<file path="src/u8v_pkg.sv">
// types and constants for the utf-8 stream validator
// used by the front, queue, back and top level modules
package u8v_pkg;

   // classes a byte can fall into
   typedef enum logic [2:0] {
      CLS_ASCII,
      CLS_LEAD2,
      CLS_LEAD3,
      CLS_LEAD4,
      CLS_CONT,
      CLS_INVALID
   } byte_class_type;

   // classified byte carried from front to back
   typedef struct packed {
      byte_class_type cls;
      logic [5:0]     bits;
      logic           last;
   } class_item_type;

   // result of one byte
   typedef struct packed {
      logic string_valid;
      logic error_seen;
      logic string_done;
   } result_type;

   // lead byte ranges
   localparam logic [7:0] ASCII_MAX = 8'h7F;
   localparam logic [7:0] LEAD2_MIN = 8'hC2;
   localparam logic [7:0] LEAD2_MAX = 8'hDF;
   localparam logic [7:0] LEAD3_MIN = 8'hE0;
   localparam logic [7:0] LEAD3_MAX = 8'hEF;
   localparam logic [7:0] LEAD4_MIN = 8'hF0;
   localparam logic [7:0] LEAD4_MAX = 8'hF4;
   localparam logic [7:0] CONT_MASK = 8'hC0;
   localparam logic [7:0] CONT_TAG  = 8'h80;

   // code point limits
   localparam logic [20:0] MIN_CP3 = 21'h000800;
   localparam logic [20:0] MIN_CP4 = 21'h010000;
   localparam logic [20:0] MAX_CP  = 21'h10FFFF;
   localparam logic [20:0] SURR_LO = 21'h00D800;
   localparam logic [20:0] SURR_HI = 21'h00DFFF;

   // continuation counts of an open sequence
   localparam logic [1:0] SEQ_NONE = 2'd0;
   localparam logic [1:0] SEQ_LEN2 = 2'd1;
   localparam logic [1:0] SEQ_LEN3 = 2'd2;
   localparam logic [1:0] SEQ_LEN4 = 2'd3;

endpackage

</file>
<file path="src/u8v_front.sv">
// front stage: classifies each incoming byte by its lead pattern
// depends on u8v_pkg
module u8v_front (
   input  logic [7:0]              data_byte,
   input  logic                    end_of_string,
   output u8v_pkg::class_item_type item
);
   import u8v_pkg::*;

   // byte class and payload bits
   always_comb begin
      item.last = end_of_string;
      item.bits = data_byte[5:0];
      if (data_byte <= ASCII_MAX) begin
         item.cls = CLS_ASCII;
      end else if ((data_byte & CONT_MASK) == CONT_TAG) begin
         item.cls = CLS_CONT;
      end else if (data_byte >= LEAD2_MIN && data_byte <= LEAD2_MAX) begin
         item.cls  = CLS_LEAD2;
         item.bits = {1'b0, data_byte[4:0]};
      end else if (data_byte >= LEAD3_MIN && data_byte <= LEAD3_MAX) begin
         item.cls  = CLS_LEAD3;
         item.bits = {2'b00, data_byte[3:0]};
      end else if (data_byte >= LEAD4_MIN && data_byte <= LEAD4_MAX) begin
         item.cls  = CLS_LEAD4;
         item.bits = {3'b000, data_byte[2:0]};
      end else begin
         item.cls = CLS_INVALID;
      end
   end

endmodule

</file>
<file path="src/u8v_queue.sv">
// short queue of classified bytes between front and back
// depends on u8v_pkg
module u8v_queue #(
   parameter int DEPTH = 4
) (
   input  logic                    clock,
   input  logic                    reset,
   input  logic                    push,
   input  u8v_pkg::class_item_type push_item,
   output logic                    full,
   input  logic                    pop,
   output u8v_pkg::class_item_type pop_item,
   output logic                    not_empty
);
   import u8v_pkg::*;

   localparam int PTR_W = (DEPTH > 1) ? $clog2(DEPTH) : 1;
   localparam int CNT_W = $clog2(DEPTH + 1);

   class_item_type entries_ff [DEPTH];
   logic [PTR_W-1:0] wr_ptr_ff, wr_ptr_in;
   logic [PTR_W-1:0] rd_ptr_ff, rd_ptr_in;
   logic [CNT_W-1:0] count_ff, count_in;

   assign full      = (count_ff == CNT_W'(DEPTH));
   assign not_empty = (count_ff != '0);
   assign pop_item  = entries_ff[rd_ptr_ff];

   // pointer and count update
   always_comb begin
      wr_ptr_in = wr_ptr_ff;
      rd_ptr_in = rd_ptr_ff;
      count_in  = count_ff;
      if (push) begin
         wr_ptr_in = (wr_ptr_ff == PTR_W'(DEPTH - 1)) ? '0 : wr_ptr_ff + 1'b1;
      end
      if (pop) begin
         rd_ptr_in = (rd_ptr_ff == PTR_W'(DEPTH - 1)) ? '0 : rd_ptr_ff + 1'b1;
      end
      if (push && !pop) begin
         count_in = count_ff + 1'b1;
      end else if (pop && !push) begin
         count_in = count_ff - 1'b1;
      end
   end

   always_ff @(posedge clock) begin
      if (reset) begin
         wr_ptr_ff <= '0;
         rd_ptr_ff <= '0;
         count_ff  <= '0;
      end else begin
         wr_ptr_ff <= wr_ptr_in;
         rd_ptr_ff <= rd_ptr_in;
         count_ff  <= count_in;
      end
   end

   // entry storage
   always_ff @(posedge clock) begin
      if (push) begin
         entries_ff[wr_ptr_ff] <= push_item;
      end
   end

endmodule

</file>
<file path="src/u8v_back.sv">
// back stage: sequence tracking, code point checks and result register
// depends on u8v_pkg
module u8v_back (
   input  logic                    clock,
   input  logic                    reset,
   input  logic                    item_valid,
   input  u8v_pkg::class_item_type item,
   output logic                    pop,
   output logic                    rsp_valid,
   input  logic                    rsp_stall,
   output u8v_pkg::result_type     result
);
   import u8v_pkg::*;

   logic [1:0]  pend_ff, pend_in;
   logic [1:0]  len_ff, len_in;
   logic [20:0] acc_ff, acc_in;
   logic        err_ff, err_in;
   logic        rsp_valid_ff, rsp_valid_in;
   result_type  result_ff, result_in;

   // take a byte when the result register is free or being drained
   assign pop       = item_valid && (!rsp_valid_ff || !rsp_stall);
   assign rsp_valid = rsp_valid_ff;
   assign result    = result_ff;

   // next state of the decoder
   always_comb begin
      logic [20:0] cp;
      logic        bad;
      pend_in      = pend_ff;
      len_in       = len_ff;
      acc_in       = acc_ff;
      err_in       = err_ff;
      result_in    = result_ff;
      rsp_valid_in = rsp_valid_ff && rsp_stall;
      cp           = {acc_ff[14:0], item.bits};
      bad          = 1'b0;
      if (pop) begin
         if (!err_ff) begin
            if (pend_ff == SEQ_NONE) begin
               unique case (item.cls)
                  CLS_ASCII: begin
                  end
                  CLS_LEAD2: begin
                     pend_in = SEQ_LEN2;
                     len_in  = SEQ_LEN2;
                     acc_in  = 21'(item.bits);
                  end
                  CLS_LEAD3: begin
                     pend_in = SEQ_LEN3;
                     len_in  = SEQ_LEN3;
                     acc_in  = 21'(item.bits);
                  end
                  CLS_LEAD4: begin
                     pend_in = SEQ_LEN4;
                     len_in  = SEQ_LEN4;
                     acc_in  = 21'(item.bits);
                  end
                  default: begin
                     err_in = 1'b1;
                  end
               endcase
            end else if (item.cls != CLS_CONT) begin
               err_in = 1'b1;
            end else begin
               acc_in  = cp;
               pend_in = pend_ff - 1'b1;
               if (pend_ff == SEQ_LEN2) begin
                  // sequence complete: reject overlongs, out of range, surrogates
                  bad = (len_ff == SEQ_LEN3 && cp < MIN_CP3) ||
                        (len_ff == SEQ_LEN4 && cp < MIN_CP4) ||
                        (cp > MAX_CP) ||
                        (cp >= SURR_LO && cp <= SURR_HI);
                  if (bad) begin
                     err_in = 1'b1;
                  end else begin
                     len_in = SEQ_NONE;
                     acc_in = '0;
                  end
               end
            end
         end
         // sequence cut short by the end of the string
         if (item.last && pend_in != SEQ_NONE) begin
            err_in = 1'b1;
         end
         if (err_in) begin
            pend_in = SEQ_NONE;
            len_in  = SEQ_NONE;
            acc_in  = '0;
         end
         result_in.string_valid = !err_in && (pend_in == SEQ_NONE);
         result_in.error_seen   = err_in;
         result_in.string_done  = item.last;
         rsp_valid_in           = 1'b1;
         // clear for the next string
         if (item.last) begin
            pend_in = SEQ_NONE;
            len_in  = SEQ_NONE;
            acc_in  = '0;
            err_in  = 1'b0;
         end
      end
   end

   always_ff @(posedge clock) begin
      if (reset) begin
         pend_ff      <= SEQ_NONE;
         len_ff       <= SEQ_NONE;
         acc_ff       <= '0;
         err_ff       <= 1'b0;
         rsp_valid_ff <= 1'b0;
      end else begin
         pend_ff      <= pend_in;
         len_ff       <= len_in;
         acc_ff       <= acc_in;
         err_ff       <= err_in;
         rsp_valid_ff <= rsp_valid_in;
      end
   end

   // result payload
   always_ff @(posedge clock) begin
      result_ff <= result_in;
   end

endmodule

</file>
<file path="src/utf8_stream_validator_core.sv">
// Strict UTF-8 checker for a byte stream, one byte per transfer with a flag on the
// final byte of each string. Every byte yields one result; the verdict on the flagged
// byte is final, after which all state clears for the next string. Throughput is one
// byte per cycle while the output is not stalled, set by the sequence state update in
// the back stage; an accepted byte reaches its result through the queue write, then the
// result register. A queue of QUEUE_DEPTH classified bytes separates input from output,
// so the input keeps taking bytes while the output is stalled until the queue is full.
module utf8_stream_validator_core #(
   parameter int QUEUE_DEPTH = 4
) (
   input  logic       clock,
   input  logic       reset,
   input  logic       req_valid,
   output logic       req_stall,
   input  logic [7:0] req_data_byte,
   input  logic       req_end_of_string,
   output logic       rsp_valid,
   input  logic       rsp_stall,
   output logic       rsp_string_valid,
   output logic       rsp_error_seen,
   output logic       rsp_string_done
);
   import u8v_pkg::*;

   class_item_type front_item;
   class_item_type queue_item;
   result_type     result;
   logic           queue_full;
   logic           queue_not_empty;
   logic           queue_pop;
   logic           queue_push;

   assign req_stall  = queue_full;
   assign queue_push = req_valid && !queue_full;

   // classify incoming bytes
   u8v_front u_front (
      .data_byte     (req_data_byte),
      .end_of_string (req_end_of_string),
      .item          (front_item)
   );

   // decoupling queue
   u8v_queue #(
      .DEPTH (QUEUE_DEPTH)
   ) u_queue (
      .clock     (clock),
      .reset     (reset),
      .push      (queue_push),
      .push_item (front_item),
      .full      (queue_full),
      .pop       (queue_pop),
      .pop_item  (queue_item),
      .not_empty (queue_not_empty)
   );

   // sequence tracking and result register
   u8v_back u_back (
      .clock      (clock),
      .reset      (reset),
      .item_valid (queue_not_empty),
      .item       (queue_item),
      .pop        (queue_pop),
      .rsp_valid  (rsp_valid),
      .rsp_stall  (rsp_stall),
      .result     (result)
   );

   assign rsp_string_valid = result.string_valid;
   assign rsp_error_seen   = result.error_seen;
   assign rsp_string_done  = result.string_done;

endmodule

</file>
<file path="config.mk">
export PLATFORM = sky130hd
export DESIGN_NAME = utf8_stream_validator_core
export DESIGN_NICKNAME = d
export VERILOG_FILES = /design/src/u8v_pkg.sv /design/src/u8v_front.sv /design/src/u8v_queue.sv /design/src/u8v_back.sv /design/src/utf8_stream_validator_core.sv
export SDC_FILE = /design/constraint.sdc
export NUM_CORES = 1
export LEC_CHECK = 0
export ABC_AREA = 1
export BUFFER_PORTS_ARGS = -buffer_cell sky130_fd_sc_hd__clkbuf_2
export CORE_UTILIZATION = 60
export CTS_BUF_LIST = sky130_fd_sc_hd__clkbuf_4 sky130_fd_sc_hd__clkbuf_8 sky130_fd_sc_hd__clkbuf_16
export CTS_CLUSTER_DIAMETER = 60
export DETAILED_ROUTE_END_ITERATION = 16
export GPL_ROUTABILITY_DRIVEN = 1
export PLACE_DENSITY = 0.76
export SLEW_MARGIN = 0
export SYNTH_ARGS = -nofsm -noshare
export SYNTH_HDL_FRONTEND = slang
export SYNTH_SLANG_ARGS = --single-unit
</file>
<file path="constraint.sdc">
create_clock -name clock -period 5 [get_ports clock]
set_input_delay 1 -clock clock [delete_from_list [all_inputs] [get_ports clock]]
set_output_delay 1 -clock clock [all_outputs]
set_load 0.03 [all_outputs]
</file>
==> impl_metrics.tcl, run 1 <==
set metrics [dict create \
    run_status "completed" \
    grt_start_max_net_pins 24 \
    synth.net_count 395 \
    gp_congestion 0.8385 \
    insertion_delay_of_the_later_clocked_pin_in_the_worst_skew_pair_ns 0.34 \
    final_core_area_utilization_pct 69.78 \
    fin_ws_ns 2.509 \
    synth-seq-area-share_pct 56.35 \
    slew_at_the_pin_with_the_worst_max_slew_slack_ns 0.9317 \
    holdPathStages 2 \
    max-slew-margin-rel_pct 37.66 \
    pre_cts_slack_ns 2.395 \
    rsz0062_at_grt "false" \
    r2r.worst_path.cells 13 \
    postSynthRegisterBits 73 \
    r2r_slack_ns 2.51 \
    cts-root-buf "sky130_fd_sc_hd__clkbuf_8" \
    h_tree_levels 3 \
    critical-path-max-stage-delay_ns 0.73 \
    slowest_stage "sky130_fd_sc_hd__dfxtp_1" \
    synth_cell_type_count 34 \
    finalMaxSlewViolations 0 \
    placed_wire_length_estimate_after_detailed_placement_mm 4.267 \
    critical_path.cell_chain "inv_2 -> nand2_1 -> nand3_1 -> nand2_1 -> nand3_2 -> nand2_2 -> nand2_4 -> nor2_8 -> nand4_4 -> nand2_4 -> inv_2 -> o21ai_0 -> nor2_1" \
    std_cell_rows 26 \
    grt_pass1_vias 2232 \
    io_pins 18 \
    layout-area-overhead-vs-synth_pct 8.871 \
    port_buffers 17 \
    leakagePower_nw 1.538 \
    die_area_um2 5898 \
    setup.worst_path.class "flip-flop to flip-flop" \
    worstSetupEndpointType "flip-flop" \
    wire_length_of_the_first_global_routing_pass_mm 10.13 \
    cts_stage_hold_buffer_count 0 \
    grt.total_usage_pct 22.34 \
    synthXorXnorAreaFrac_pct 0 \
    irDropWorstVdd_mv 0.2870 \
    route.vias.total 2443 \
    height_of_the_die_um 76.80 \
    yosysWarnings 0 \
    grt_remaining_overflow 0 \
    hp-start "u_back.acc_ff[3]" \
    synth-compound-area-share_pct 10.77 \
    syn_avg_cell_area_um2 9.000 \
    clk_path_buf_depth 2 \
    number_of_remaining_drc_errors 0 \
    mappedNetlistArea_um2 3357 \
    final_layout_size_suffix_gt1_share_pct 11.90 \
    max_clock_freq_ghz 0.4014 \
    numPlacedInstances 449 \
    post_synth_and_or_nand_nor_area_fraction_pct 22.85 \
    routed_wire_per_std_cell_um 12.68 \
    commonest_cells_after_routing_fill_and_taps_aside "sky130_fd_sc_hd__nand2_1, sky130_fd_sc_hd__nor2_1, sky130_fd_sc_hd__edfxtp_1" \
    period_minus_slack_ns 2.491 \
    hold-path-endpoint "u_back.acc_ff[3]" \
    share_of_cell_area_taken_by_muxes_after_synthesis_pct 0 \
    finish.net_count 412 \
    total_setup_buffers_inserted_after_cts 0 \
    maxCapViolations 0 \
    finalInstanceArea_um2 3655 \
    initial_core_util_pct 64.09 \
    routed_wirelength_mm 5.897 \
    cts.sinks 73 \
    via_per_inst 5.254 \
    final_common_cell "sky130_fd_sc_hd__nand2_1" \
    dpl-instance-area_um2 3463 \
    die_width_um 76.80 \
    cts_tree "built" \
    hold_path_class "flip-flop to flip-flop" \
    timing.rr.end "u_back.acc_ff[12]" \
    antenna_cells_inserted 0 \
    firstDrtPassIters 4 \
    cellPowerDensity_nw_per_um2 636.2 \
    required_ns 5.23 \
    arrival_ns 2.72 \
    final.period_utilization_pct 49.82 \
    antenna_violations_before_repair 0 \
    tritoncts.num_buffers 9 \
    fp.coreArea_um2 5238 \
    antenna_violating_nets_post_route 0 \
    initialDrtViolationCount 159 \
    postCtsResizedCells 0 \
    timing.clock.skew_ns 0.009935 \
    worst_setup_hold_path_clk_slew_ns 0.07 \
    post_synth_inst_count 373 \
    yosys.area_share.adder_pct 3.578 \
    sum_of_negative_setup_slack_ns 0 \
    cp_max_fo 22 \
    hold_viol 0 \
    layoutNonFillerInstCount 465 \
    main_combinational_cell_family_by_area_after_synthesis "simple AND/OR/NAND/NOR gates" \
    setup_viol_count_final 0 \
    critical_path.startpoint_type "flip-flop" \
]
-- critical path: cells and delay by family (launching register included) --
kind            cells  cell delay (ns)
flops               1             0.73
compound gates      1             0.17
buf+inv             2             0.45
simple gates       10             1.02
-- metal layers --
layer | track usage [%] | vias to the layer above | routed length (um)
met2 | 33.13 | 61 | 2608
li1 | - | 1276 | -
met1 | 30.50 | 1096 | 2926
met5 | 0 | - | 0
met4 | 12.50 | 0 | 117
met3 | 4.643 | 10 | 245
-- worst max-delay path by stage --
stage / start / to / slack (ns) / depth (start not counted)
finish: flip-flop / u_back.acc_ff[12] / 2.51 / 13
global route: flip-flop / u_back.acc_ff[2] / 2.17 / 12
CTS: flip-flop / u_back.acc_ff[14] / 2.50 / 13
detailed placement: req_valid / u_queue.entries_ff[0][3] / 2.39 / 5
global placement: req_valid / u_queue.entries_ff[0][3] / 2.39 / 5
floorplan: rsp_stall / u_queue.count_ff[2] / 2.76 / 10
-- layout make-up --
cell class | instances | area, um^2
Clock inverter | 6 | 60.06
Clock buffer | 10 | 131.4
Fill cell | 422 | 1583
Tap cell | 70 | 87.58
Inverter | 40 | 150.1
Sequential cell | 73 | 1892
Multi-Input combinational cell | 249 | 1249
Timing Repair Buffer | 17 | 85.08
-- registers in the layout (all words and copies together) (netlist names), named ones only --
name / cells
u_back.pend_ff: 2
u_queue.entries_ff: 40
u_queue.count_ff: 3
u_back.rsp_valid: 1
u_queue.rd_ptr_ff: 2
u_back.result: 3
u_back.acc_ff: 15
u_back.err_ff: 1
u_queue.wr_ptr_ff: 2
u_back.len_ff: 2
-- synthesized netlist by cell type (all sizes together) --
cell type  count  area (um^2)
a211oi         1        7.510
a21oi         36        183.9
a311oi         1        8.760
a32oi          1        16.27
buf            8        55.05
clkbuf         3        11.26
clkinv         1        3.750
dfxtp         30        600.6
edfxtp        43         1291
fa             1        20.02
ha             8        100.1
inv           39        146.4
nand2         92        365.3
nand3         19        100.1
nand3b         1        7.510
nand4          5        46.29
nor2          47        192.7
nor3          10        55.05
o211a          1        10.01
o21ai         24        120.1
o21bai         1        7.510
o31ai          1        7.510
-- kinds of logic after synthesis --
family,count (synthesis)
AO/OA/AOI/OAI,66
adder cells (fa/ha/maj),9
AND/OR/NAND/NOR,174
flip-flops,73
buffers and inverters,51
-- where the power goes --
group	switching, W	internal (W)
sequential	0.0000982	0.000782
clock	0.000208	0.000233
combinational	0.000678	0.000326
-- metrics by stage --
step	total power [W]	hold WS (ns)
floorplan	0.001737	0.4524
global route	0.002532	0.5107
detailed placement	0.001896	0.4727
finish	0.002325	0.4855
CTS	0.002333	0.4873
global placement	0.001872	0.4639
No activity file was read; power rests on OpenSTA's default activity.
==> run 2: changes to the inputs <==
Settings changed: CORE_UTILIZATION 60 to 54, PLACE_DENSITY 0.76 to 0.73.
Clock period 5 ns to 2.29 ns, I/O delays scaled along.
==> impl_metrics.tcl, run 2 (synthesis results as in run 1) <==
set metrics [dict create \
    run_status "completed" \
    finalMaxSlewViolations 0 \
    antenna_cells_inserted 0 \
    antenna_violations_before_repair 0 \
    final_layout_size_suffix_gt1_share_pct 13.18 \
    critical_path.cell_chain "buf_6 -> nand2_1 -> a32oi_2 -> inv_2 -> nand4_1 -> clkinv_1 -> a21oi_1 -> nor2_1" \
    cellPowerDensity_nw_per_um2 1396 \
    hold-path-endpoint "u_queue.entries_ff[1][0]" \
    initialDrtViolationCount 135 \
    fin_ws_ns 0.2313 \
    family_with_the_most_delay_on_the_worst_path "compound AO/OA/AOI/OAI gates" \
    total_setup_buffers_inserted_after_cts 0 \
    sum_of_negative_setup_slack_ns 0 \
    clk_path_buf_depth 2 \
    r2r.worst_path.cells 8 \
    irDropWorstVdd_mv 0.6444 \
    critical_path.startpoint_type "flip-flop" \
    final.period_utilization_pct 89.90 \
    routed_wire_per_std_cell_um 12.98 \
    maxCapViolations 0 \
    holdPathStages 1 \
    detailroute.wirelength.met2_mm 2.896 \
    register_ranked_first_by_flip_flop_count "u_queue.entries_ff" \
    p_sw_w 0.002235 \
    commonest_cells_after_routing_fill_and_taps_aside "sky130_fd_sc_hd__nand2_1, sky130_fd_sc_hd__nor2_1, sky130_fd_sc_hd__edfxtp_1" \
    slew_at_the_pin_with_the_worst_max_slew_slack_ns 0.4565 \
    io_pins 18 \
    die_area_um2 6536 \
    tritoncts.num_buffers 9 \
    wl_met3_um 258 \
    largest_register_ff_count 40 \
    filler_cell_count 509 \
    max-slew-margin-rel_pct 69.36 \
    setup_viol_count_final 0 \
    fp.coreArea_um2 5956 \
    clkPwrFrac_pct 19.0 \
    route.layer.met1.wl_mm 2.910 \
    grt.total_usage_pct 21.92 \
    insertion_delay_of_the_later_clocked_pin_in_the_worst_skew_pair_ns 0.36 \
    std_cell_rows 28 \
    finish.net_count 419 \
    via_per_inst 5.216 \
    grt_start_max_net_pins 22 \
    required_ns 2.54 \
    layout_top_registers "u_queue.entries_ff (40), u_back.acc_ff (15)" \
    timing.clock.skew_ns 0.007792 \
    firstDrtPassIters 4 \
    share_seq_of_total_power_pct 35.9 \
    combPwrFrac_pct 45.1 \
    hp-start "req_end_of_string" \
    arrival_ns 2.31 \
    cp_num_buf_inv 3 \
    wire_length_of_the_first_global_routing_pass_mm 10.61 \
    cts-root-buf "sky130_fd_sc_hd__clkbuf_8" \
    r2r_slack_ns 0.23 \
    port_buffers 17 \
    cts_tree "built" \
    final_common_cell "sky130_fd_sc_hd__nand2_1" \
    timing.rr.end "u_back.acc_ff[13]" \
    initial_core_util_pct 56.37 \
    power.internal_w 0.002963 \
    leakagePower_nw 1.569 \
    die_width_um 80.85 \
    top_signal_layer_used "met4" \
    route.vias.total 2488 \
    setup.worst_path.class "flip-flop to flip-flop" \
    hold_path_class "input port to flip-flop" \
    cts_stage_hold_buffer_count 0 \
    cts.sinks 73 \
    height_of_the_die_um 80.85 \
    antenna_violating_nets_post_route 0 \
    power.switching_fraction_pct 43.00 \
    cp_max_fo 21 \
    placed_wire_length_estimate_after_detailed_placement_mm 4.329 \
    worst_setup_hold_path_clk_slew_ns 0.08 \
    critical-path-max-stage-delay_ns 0.44 \
    routed_wirelength_mm 6.192 \
    max_clock_freq_ghz 0.4858 \
    h_tree_levels 3 \
    period_minus_slack_ns 2.059 \
    hold_viol 0 \
    pre_cts_slack_ns 0.2494 \
    number_of_remaining_drc_errors 0 \
    grt_pass1_vias 2332 \
    grt_remaining_overflow 0 \
    rsz0062_at_grt "false" \
    worstSetupEndpointType "flip-flop" \
    gp_congestion 0.8371 \
    layout-area-overhead-vs-synth_pct 10.92 \
    slowest_stage "sky130_fd_sc_hd__a32oi_2" \
]
==> run 2: changes by cell type in the layout (fill, tap and decap cells not counted) <==
cell                         before  now
sky130_fd_sc_hd__buf_4            0    6
sky130_fd_sc_hd__buf_6            0    1
sky130_fd_sc_hd__clkbuf_4         1    0
sky130_fd_sc_hd__clkinv_1         1    2
sky130_fd_sc_hd__clkinv_2         3    0
sky130_fd_sc_hd__clkinv_4         0    2
sky130_fd_sc_hd__clkinvlp_2       0    1
sky130_fd_sc_hd__inv_2            4    3
sky130_fd_sc_hd__inv_4            0    1
==> run 2: stage by stage <==
step                util, %  area, um^2  hold WS [ns]  instances  total power [W]
floorplan                 -        3357        0.4524        373         0.003794
global route          62.52        3724        0.3183        477         0.005641
global placement      59.14        3522        0.4685        461         0.004141
detailed placement    59.14        3522        0.4731        461         0.004227
CTS                   62.42        3717        0.3165        477         0.005212
finish                62.52        3724        0.3208        477         0.005198
==> run 2: how the worst max path moves through the flow <==
stage,cells past startpoint,endpoint,from
6_report,8,u_back.acc_ff[13],flip-flop
5_1_grt,14,u_back.acc_ff[12],flip-flop
4_1_cts,8,u_back.acc_ff[13],flip-flop
3_5_place_dp,8,u_back.acc_ff[13],flip-flop
3_3_place_gp,8,u_back.acc_ff[9],flip-flop
2_1_floorplan,7,u_queue.count_ff[1],u_queue.count_ff[0]
==> run 2: area by class of cell <==
type	count	area, um^2	area share, %
Multi-Input combinational cell	249	1249	33.54
Inverter	40	152.6	4.099
Clock inverter	7	71.32	1.915
Clock buffer	9	123.9	3.327
Tap cell	75	93.84	2.520
Sequential cell	73	1892	50.81
Timing Repair Buffer	24	141.4	3.797
==> run 2: repair_timing <==
action / CTS / global route
setup endpoints to repair: 0 / 1
resized for setup: 0 / 3
hold endpoints to repair: 0 / 0
==> run 2: power groups by stage <==
stage | clock network [W] | registers [W] | logic [W]
after floorplan | 0 | 0.00192 | 0.00187
after detailed placement | 0 | 0.00189 | 0.00234
after global routing | 0.00106 | 0.00190 | 0.00268
after global placement | 0 | 0.00188 | 0.00226
final | 0.000988 | 0.00187 | 0.00234
after CTS | 0.00100 | 0.00186 | 0.00235
==> run 2: routing by layer <==
layer  track usage (%)  up-vias
li1                  -     1289
met1             29.17     1138
met2             33.36       49
met3             4.494       12
met4             12.32        0
met5                 0        -
==> run 3: changes to the inputs <==
Settings changed: CORE_UTILIZATION 54 to 60, CTS_BUF_LIST sky130_fd_sc_hd__clkbuf_4 sky130_fd_sc_hd__clkbuf_8 sky130_fd_sc_hd__clkbuf_16 to sky130_fd_sc_hd__clkbuf_2, PLACE_DENSITY 0.73 to 0.76.
Clock period 2.29 ns to 2 ns, I/O delays scaled along.
==> impl_metrics.tcl, run 3 (synthesis results as in run 1) <==
set metrics [dict create \
    run_status "completed" \
    height_of_the_die_um 76.80 \
    finalMaxSlewViolations 0 \
    final_layout_size_suffix_gt1_share_pct 16.67 \
    max-slew-margin-rel_pct 61.15 \
    antenna_violating_nets_post_route 0 \
    h_tree_levels 3 \
    io_pins 18 \
    maxCapViolations 0 \
    max_clock_freq_ghz 0.5404 \
    r2r.worst_path.cells 13 \
    routed_wirelength_mm 6.361 \
    die_area_um2 5898 \
    std_cell_rows 26 \
    number_of_remaining_drc_errors 0 \
    irDropWorstVdd_mv 0.9937 \
    dpl-instance-area_um2 3558 \
    grt_remaining_overflow 0 \
    rsz0062_at_grt "false" \
    fp.coreArea_um2 5238 \
    worstSetupEndpointType "flip-flop" \
    hold_path_class "input port to flip-flop" \
    layout_top_registers "u_queue.entries_ff (40), u_back.acc_ff (15)" \
    clk_path_buf_depth 2 \
    timing.rr.end "u_back.acc_ff[13]" \
    critical_path.startpoint_type "flip-flop" \
    wire_length_of_the_first_global_routing_pass_mm 10.54 \
    gp_congestion 0.8809 \
    finalInstanceArea_um2 3749 \
    sum_of_negative_setup_slack_ns 0 \
    layout-area-overhead-vs-synth_pct 11.67 \
    setup.worst_path.class "flip-flop to flip-flop" \
    finish.net_count 425 \
    required_ns 2.41 \
    antenna_cells_inserted 0 \
    multiInputGateArea_um2 1271 \
    register_area_um2 1896 \
    grt.total_usage_pct 23.35 \
    slew_at_the_pin_with_the_worst_max_slew_slack_ns 0.5821 \
    arrival_ns 2.26 \
    leakagePower_nw 1.604 \
    final_common_cell "sky130_fd_sc_hd__nand2_1" \
    insertion_delay_of_the_later_clocked_pin_in_the_worst_skew_pair_ns 0.51 \
    grt_pass1_vias 2353 \
    grt_start_max_net_pins 24 \
    final.period_utilization_pct 92.53 \
    cp_max_fo 15 \
    cts_tree "built" \
    commonest_cells_after_routing_fill_and_taps_aside "sky130_fd_sc_hd__nand2_1, sky130_fd_sc_hd__nor2_1, sky130_fd_sc_hd__edfxtp_1" \
    initial_core_util_pct 64.09 \
    largest_register_ff_count 40 \
    cp-endpoint "u_back.acc_ff[13]" \
    timing.clock.skew_ns 0.02665 \
    tritoncts.num_buffers 9 \
    r2r_slack_ns 0.15 \
    die_width_um 76.80 \
    cellPowerDensity_nw_per_um2 1606 \
    register_ranked_first_by_flip_flop_count "u_queue.entries_ff" \
    cts-root-buf "sky130_fd_sc_hd__clkbuf_2" \
    worst_setup_hold_path_clk_slew_ns 0.21 \
    filler_cell_count 414 \
    via_per_inst 5.328 \
    routed_wire_per_std_cell_um 13.31 \
    initialDrtViolationCount 149 \
    period_minus_slack_ns 1.851 \
    antenna_violations_before_repair 0 \
    setup_viol_count_final 0 \
    placed_wire_length_estimate_after_detailed_placement_mm 4.493 \
    route.vias.total 2547 \
    firstDrtPassIters 4 \
    hold_viol 0 \
    cts.sinks 73 \
    port_buffers 17 \
    cts_stage_hold_buffer_count 0 \
]
-- run 3: cell count changes in the layout (fill, tap and decap cells not counted), moves of 3 or more --
cell / previous run / this run
sky130_fd_sc_hd__o21ai_1: 6 / 9
sky130_fd_sc_hd__o21ai_0: 18 / 15
sky130_fd_sc_hd__clkbuf_8: 9 / 0
sky130_fd_sc_hd__clkbuf_2: 17 / 26
sky130_fd_sc_hd__nand2_1: 88 / 85
sky130_fd_sc_hd__nand2_2: 2 / 5
sky130_fd_sc_hd__buf_4: 6 / 11
-- run 3: cell type report --
class / instances / share of cell area, %
sequential: 73 / 50.57
multi-input combinational: 249 / 33.91
tap: 70 / 2.336
clock buffer: 9 / 1.202
clock inverter: 7 / 2.704
inverter: 40 / 4.206
timing repair buffer: 30 / 5.073
-- run 3: how the worst min path moves through the flow --
stage / from / to / slack (ns) / depth (start not counted)
global route: req_end_of_string / u_queue.entries_ff[3][0] / 0.07 / 1
finish: req_end_of_string / u_queue.entries_ff[2][0] / 0.11 / 1
detailed placement: u_back.acc_ff[0] / u_back.acc_ff[0] / 0.48 / 2
global placement: u_back.acc_ff[3] / u_back.acc_ff[3] / 0.47 / 2
floorplan: u_back.pend_ff[1] / u_back.pend_ff[1] / 0.45 / 2
CTS: req_end_of_string / u_queue.entries_ff[2][0] / 0.07 / 1
-- run 3: critical path, cell delays in order (launching register included) --
cell,delay (ns)
sky130_fd_sc_hd__dfxtp_4,0.42
sky130_fd_sc_hd__buf_6,0.15
sky130_fd_sc_hd__nand2_1,0.09
sky130_fd_sc_hd__nand3_1,0.10
sky130_fd_sc_hd__nand2_2,0.09
sky130_fd_sc_hd__nand3_2,0.09
sky130_fd_sc_hd__nand2_2,0.12
sky130_fd_sc_hd__nand2_4,0.07
sky130_fd_sc_hd__nor2_8,0.12
sky130_fd_sc_hd__nand4_4,0.11
sky130_fd_sc_hd__nand2_4,0.12
sky130_fd_sc_hd__inv_4,0.08
sky130_fd_sc_hd__o21ai_0,0.14
sky130_fd_sc_hd__nor2_1,0.05
-- run 3: metal layers --
metal	vias to the layer above	wire length [um]	part of all wire (%)	track usage, %
met5	-	0	0	0
met4	0	104	1.6	11.54
met3	9	341	5.4	4.286
met2	81	2979	47	36.61
met1	1144	2935	46	31.15
li1	1313	-	-	-
-- run 3: repair_timing --
action / in CTS / in global routing
setup buffers: 0 / 1
setup endpoints to repair: 0 / 21
gates resized for setup: 0 / 17
-- run 3: metrics by stage --
stage          util, %  total power, W  setup WS [ns]  hold WS [ns]  cells
3_3_place_gp     67.94        0.004846        0.08961        0.4681    461
2_1_floorplan        -        0.004349        0.08958        0.4524    373
5_1_grt          71.57        0.006490        0.01088       0.06671    478
3_5_place_dp     67.94        0.004904        0.07976        0.4785    461
4_1_cts          70.74        0.005878        0.03940       0.07487    477
6_report         71.57        0.006020         0.1494        0.1085    478
-- run 3: report_power, final --
group	internal [W]	total [W]	leakage [nW]	switching, W
Sequential	0.00196	0.00216	0.647	0.000200
Combinational	0.00103	0.00289	0.878	0.00187
Clock	0.000423	0.000970	0.0791	0.000547
Total	0.00341	0.00602	1.60	0.00261
